<file path="config.mk">
export PLATFORM = sky130hd
export DESIGN_NAME = msmj_ctrl
export DESIGN_NICKNAME = d
export VERILOG_FILES = /design/src/design/msmj_pkg.sv /design/src/design/msmj_ctrl.sv
export SDC_FILE = /design/constraint.sdc
export NUM_CORES = 1
export LEC_CHECK = 0
export ABC_AREA = 1
export BUFFER_PORTS_ARGS = -buffer_cell sky130_fd_sc_hd__buf_2
export CAP_MARGIN = 20
export CORE_UTILIZATION = 50
export DETAILED_ROUTE_END_ITERATION = 10
export PLACE_DENSITY = 0.79
export SYNTH_ARGS = -nofsm -noshare
export SYNTH_HDL_FRONTEND = slang
export SYNTH_SLANG_ARGS = --single-unit
export TNS_END_PERCENT = 50
</file>
<file path="constraint.sdc">
create_clock -name clk -period 1.8 [get_ports clk]
set_input_delay 0.09 -clock clk [delete_from_list [all_inputs] [get_ports clk]]
set_output_delay 0.09 -clock clk [all_outputs]
set_load 0.01 [all_outputs]
</file>
<file path="src/design/msmj_pkg.sv">
// Shared types and constants of the multiway sort-merge join block.
// Used by the channel interface, the controller, the datapath and the top level.
// Depends on nothing.
`default_nettype none

package msmj_pkg;

  // Item modes.
  localparam logic [1:0] MODE_CLEAR = 2'd0;
  localparam logic [1:0] MODE_LOAD_R = 2'd1;
  localparam logic [1:0] MODE_LOAD_S = 2'd2;
  localparam logic [1:0] MODE_PULL = 2'd3;

  // Result status codes.
  localparam logic [1:0] ST_OK = 2'd0;
  localparam logic [1:0] ST_PAIR = 2'd1;
  localparam logic [1:0] ST_DONE = 2'd2;
  localparam logic [1:0] ST_REFUSED = 2'd3;

  // Configuration register map.
  localparam int unsigned CFG_ADDR_W = 3;
  localparam logic [CFG_ADDR_W-1:0] ADDR_R_RUN_COUNT = 3'h0;
  localparam logic [CFG_ADDR_W-1:0] ADDR_S_RUN_COUNT = 3'h4;

  // Relation select.
  localparam logic SIDE_R = 1'b0;
  localparam logic SIDE_S = 1'b1;

  typedef struct packed {
    logic [1:0] mode;
    logic [2:0] run_index;
    logic signed [31:0] tuple_key;
    logic signed [31:0] tuple_payload;
  } item_t;

  typedef struct packed {
    logic [1:0] status;
    logic signed [31:0] r_key;
    logic signed [31:0] r_value;
    logic signed [31:0] s_key;
    logic signed [31:0] s_value;
  } result_t;

  typedef struct packed {
    logic signed [31:0] key;
    logic signed [31:0] val;
  } tuple_t;

  // Commands from the controller to the datapath.
  typedef struct packed {
    logic capture;
    logic clear;
    logic load_r;
    logic load_s;
    logic side;
    logic rd_head;
    logic run_rst;
    logic run_inc;
    logic min_init;
    logic min_upd;
    logic pos_inc;
    logic grp_start;
    logic grp_push;
    logic grp_set;
    logic grp_rd;
    logic grp_end;
    logic emit_pair;
    logic res_done;
    logic out_load;
  } cmd_t;

  // Status from the datapath to the controller.
  typedef struct packed {
    logic [1:0] mode;
    logic group_active;
    logic run_lt_n;
    logic head_valid;
    logic key_eq_group;
    logic cursor_lt_size;
    logic key_eq_min;
    logic found_r;
    logic found_s;
    logic min_eq;
    logic min_lt;
  } sts_t;

endpackage

`default_nettype wire

</file>
<file path="src/design/msmj_ctrl.sv">
// Controller state machine of the sort-merge join: sequences loads, merge scans,
// group buffering and pair emission. Depends on msmj_pkg.
`default_nettype none

module msmj_ctrl (
  input  wire logic          clk,
  input  wire logic          rst,
  input  wire logic          in_valid,
  output logic               in_ready,
  output logic               out_valid,
  input  wire logic          out_ready,
  input  wire msmj_pkg::sts_t sts,
  output msmj_pkg::cmd_t     cmd
);

  typedef enum logic [13:0] {
    S_IDLE   = 14'b00000000000001,
    S_EXEC   = 14'b00000000000010,
    S_G_RD   = 14'b00000000000100,
    S_G_CHK  = 14'b00000000001000,
    S_G_EMIT = 14'b00000000010000,
    S_M_INIT = 14'b00000000100000,
    S_M_RD   = 14'b00000001000000,
    S_M_CHK  = 14'b00000010000000,
    S_DECIDE = 14'b00000100000000,
    S_K_RD   = 14'b00001000000000,
    S_K_CHK  = 14'b00010000000000,
    S_B_RD   = 14'b00100000000000,
    S_B_CHK  = 14'b01000000000000,
    S_FINISH = 14'b10000000000000
  } state_t;

  state_t state, state_next;
  logic side, side_next;
  logic out_valid_next;

  assign in_ready = (state == S_IDLE);

  // State, relation select and output valid registers.
  always_ff @(posedge clk) begin
    if (rst) begin
      state <= S_IDLE;
      side <= msmj_pkg::SIDE_R;
      out_valid <= 1'b0;
    end else begin
      state <= state_next;
      side <= side_next;
      out_valid <= out_valid_next;
    end
  end

  // Next state and command decode.
  always_comb begin
    state_next = state;
    side_next = side;
    cmd = '0;
    cmd.side = side;
    out_valid_next = out_valid && !out_ready;
    unique case (state)
      S_IDLE: begin
        if (in_valid) begin
          cmd.capture = 1'b1;
          state_next = S_EXEC;
        end
      end
      S_EXEC: begin
        unique case (sts.mode)
          msmj_pkg::MODE_CLEAR: begin
            cmd.clear = 1'b1;
            state_next = S_FINISH;
          end
          msmj_pkg::MODE_LOAD_R: begin
            cmd.load_r = 1'b1;
            state_next = S_FINISH;
          end
          msmj_pkg::MODE_LOAD_S: begin
            cmd.load_s = 1'b1;
            state_next = S_FINISH;
          end
          default: begin
            side_next = msmj_pkg::SIDE_R;
            state_next = sts.group_active ? S_G_RD : S_M_INIT;
          end
        endcase
      end
      // Walk the R runs for a head that matches the buffered group.
      S_G_RD: begin
        if (sts.run_lt_n) begin
          cmd.rd_head = 1'b1;
          state_next = S_G_CHK;
        end else begin
          cmd.grp_end = 1'b1;
          state_next = S_M_INIT;
        end
      end
      S_G_CHK: begin
        if (sts.head_valid && sts.key_eq_group && sts.cursor_lt_size) begin
          cmd.grp_rd = 1'b1;
          state_next = S_G_EMIT;
        end else begin
          cmd.run_inc = 1'b1;
          state_next = S_G_RD;
        end
      end
      S_G_EMIT: begin
        cmd.emit_pair = 1'b1;
        state_next = S_FINISH;
      end
      // Least head key over R runs, then over S runs.
      S_M_INIT: begin
        cmd.min_init = 1'b1;
        cmd.run_rst = 1'b1;
        side_next = msmj_pkg::SIDE_R;
        state_next = S_M_RD;
      end
      S_M_RD: begin
        if (sts.run_lt_n) begin
          cmd.rd_head = 1'b1;
          state_next = S_M_CHK;
        end else if (side == msmj_pkg::SIDE_R) begin
          cmd.run_rst = 1'b1;
          side_next = msmj_pkg::SIDE_S;
        end else begin
          state_next = S_DECIDE;
        end
      end
      S_M_CHK: begin
        cmd.min_upd = 1'b1;
        cmd.run_inc = 1'b1;
        state_next = S_M_RD;
      end
      S_DECIDE: begin
        cmd.run_rst = 1'b1;
        if (!sts.found_r || !sts.found_s) begin
          cmd.res_done = 1'b1;
          state_next = S_FINISH;
        end else if (sts.min_eq) begin
          cmd.grp_start = 1'b1;
          side_next = msmj_pkg::SIDE_S;
          state_next = S_B_RD;
        end else begin
          side_next = sts.min_lt ? msmj_pkg::SIDE_R : msmj_pkg::SIDE_S;
          state_next = S_K_RD;
        end
      end
      // Skip the smaller key on one side.
      S_K_RD: begin
        if (sts.run_lt_n) begin
          cmd.rd_head = 1'b1;
          state_next = S_K_CHK;
        end else begin
          state_next = S_M_INIT;
        end
      end
      S_K_CHK: begin
        cmd.pos_inc = sts.head_valid && sts.key_eq_min;
        cmd.run_inc = 1'b1;
        state_next = S_K_RD;
      end
      // Buffer the S tuples with the matching key, up to GROUP_DEPTH of them.
      S_B_RD: begin
        if (sts.run_lt_n) begin
          cmd.rd_head = 1'b1;
          state_next = S_B_CHK;
        end else begin
          cmd.grp_set = 1'b1;
          side_next = msmj_pkg::SIDE_R;
          state_next = S_G_RD;
        end
      end
      S_B_CHK: begin
        if (sts.head_valid && sts.key_eq_min) begin
          cmd.grp_push = 1'b1;
          cmd.pos_inc = 1'b1;
        end else begin
          cmd.run_inc = 1'b1;
        end
        state_next = S_B_RD;
      end
      // Hand the result to the output register once it is free.
      S_FINISH: begin
        if (!out_valid || out_ready) begin
          cmd.out_load = 1'b1;
          out_valid_next = 1'b1;
          state_next = S_IDLE;
        end
      end
      default: begin
        state_next = S_IDLE;
      end
    endcase
  end

endmodule

`default_nettype wire

</file>
==> key figures <==
Routing
  • DR WL/cell: between 10 and 15 microns
  • Routed Antenna Nets: 0
  • Via count: 1344
  • 1st-iter DRT viols: 48
  • Detailed Route WL: a little over 3000 microns
  • Vias per std cell: 5.034
  • # DRC: 0
  • TritonRoute pass-1 iters: 4

Placement
  • Placement Setup Slack: 118.9 ps
  • Routability cong.: 0.8798
  • HPWL Detailed: 2219 microns
  • # port buffers: 36

Floorplan
  • Starting density of the core: 53.00%
  • Boundary Pins: 37
  • Row cnt: 17
  • Core Box Area: around 2200 sq um
  • Die area: 2519 sq um
  • Die height: 50.19 microns
  • DIE WIDTH: 50.19 microns

CTS
  • Clk root buf: clkbuf_4
  • CTS tree: yes
  • CTS clk-pin slew, worst paths: 110 ps
  • Inserted Clock Buffers: 3
  • CTS Buffer Depth: 2
  • Clk_lat worst skew: around 300 ps
  • CTS H-tree depth: 1
  • Clk sinks: 16

STA
  • Final worst setup slack: 11.10 ps
  • Slew Limit Fails: 0
  • RSZ-0062 raised after global routing: yes
  • Slew margin rel.: roughly 80%
  • Final setup viols: 0
  • Hold slack final: 65.98 ps
  • Max Fclk: 0.5590 GHz
  • Tmin final: 1789 ps
  • Worst Skew: 15.74 ps
  • Slew @ Worst Pin: 299.0 ps
  • Final period util: 99.38%
  • Fin. Hold Viols: 0

Yosys
  • Syn_area_per_cell: ~6.0 sq um
  • Seq/Total Area, Yosys: between 20% and 30%
  • Synth Register Bits: 16
  • Syn Nets: 208
  • Synth Instances: 192
  • Synth unique cells: 20
  • Warnings from Yosys: 0
  • Cell area after synthesis: 1161 sq um

Global routing
  • Vias in the first global route: between 1000 and 1500
  • First-pass GRT wire length: 4443 microns
  • Overflow after GRT: 0
  • GRT Overall Usage: a little under a quarter
  • Initial antenna violation count: 0
  • Largest net degree at the start of global routing: 12

Flow run
  • Max Cap Violations: 0

Setup path
  • CP Capture Type: output port
  • Required time of the critical path: 1710 ps
  • Worst Path Max Fanout: 6
  • Worst EP arrival: 1700 ps
  • Critical Path Start Type: flip-flop
  • Critical path class: flip-flop to output port

Cells and area
  • Share of cells above drive strength 1: 37.24%
  • # diodes: 0
  • P&R area growth vs syn: 29.31%
  • Final net count: between 200 and 300

Min path
  • Hold Path Class: input port to flip-flop

Run status
  • Status: completed

Power and ir drop
  • P per Cell Area: just under 900 nW/um^2
  • Leakage: 0.7993 nW
  • VDD IR max: around 740 uV
-- report_power, final --
group	internal, mW	total [mW]	leakage, nW	switching, mW
Combinational	0.212	0.629	0.646	0.417
Sequential	0.389	0.434	0.133	0.0454
Clock	0.123	0.251	0.0210	0.127
Total	0.724	1.31	0.799	0.590
-- cell type report --
cell class	count	area [sq um]
clock buffers	4	36.28
fillers	200	689.4
inverters	31	116.4
multi-input cells	143	735.7
flip-flops and latches	16	327.8
well taps	28	35.03
repair buffers	45	250.2
-- cell usage after synthesis, drive strengths merged --
cell	count	area share, %
nor3	10	5.3
nand2	46	17
or2	1	0.54
buf	3	2.6
a21oi	4	1.7
a31oi	1	0.54
nand4	1	0.54
nand3	15	6.5
o31ai	2	1.3
dfxtp	16	28
nor2	55	23
inv	31	10
o21ai	7	3.0
-- layer usage --
| layer | up-vias | part of all wire, % | global-route usage (%) |
|---|---|---|---|
| li1 | 692 | - | - |
| met1 | 583 | 42 | 28.17 |
| met2 | 55 | 49 | 40.44 |
| met3 | 14 | 5.6 | 3.030 |
| met4 | 0 | 3.1 | 11.90 |
| met5 | - | 0 | 0 |
-- through the flow --
step | std cells | total power [mW] | util (%) | area, sq um | setup TNS [ps]
floorplan | 192 | 0.8856 | - | 1161 | 0
detailed placement | 253 | 0.9804 | 61.45 | 1346 | 0
global route | 267 | 1.407 | 68.53 | 1501 | -115.9
finish | 267 | 1.314 | 68.53 | 1501 | 0
global placement | 253 | 0.9711 | 61.45 | 1346 | 0
CTS | 259 | 1.264 | 63.79 | 1398 | 0
-- flip-flops by register name (all words and copies together) (netlist names) --
register   count
out_valid      1
side           1
state         14
-- worst max-delay path, cell delays in order (launching register included) --
cell	delay, ps
dfxtp_2	350
nor2_2	110
nand2_2	110
nor2_4	220
nand2_4	110
nor3_4	220
or2_2	150
buf_2	120
-- worst paths after layout --
check / startpoint / endpoint / slack [ps] / depth (start not counted)
setup / recovery: state[10] / cmd[12] / 10 / 7
hold / removal: sts[9] / state[2] / 70 / 3
setup reg to reg: state[10] / state[11] / 80 / 10
hold reg to reg: out_valid / out_valid / 490 / 2
-- cells by family (layout without fill, tap and decap cells) --
logic type / Yosys count / after routing / synth area share (%)
AND/OR/NAND/NOR: 128 / 129 / 53.23
buffers and inverters: 34 / 80 / 12.61
flip-flops: 16 / 16 / 27.59
AO/OA/AOI/OAI: 14 / 14 / 6.573
-- layout by cell type (no fill, tap or decap), drive strengths merged --
| cell | count |
|---|---|
| nor2 | 56 |
| nand2 | 46 |
| buf | 44 |
| inv | 31 |
| dfxtp | 16 |
| nand3 | 15 |
| nor3 | 10 |
| o21ai | 7 |
| a21oi | 4 |
| clkbuf | 4 |
| o31ai | 2 |
| or2 | 1 |
| nand4 | 1 |
| a31oi | 1 |
| dlygate4sd3 | 1 |
-- what timing repair did --
item                                    4_1_cts  5_1_grt
cloned                                        0        1
resized for setup                             0       15
endpoints found under the setup margin        1       16
hold buffers                                  0        1
endpoints found under the hold margin         0        1
setup buffers                                 2        6
pin swaps                                     1        9
(Power assumes the default switching activity.)
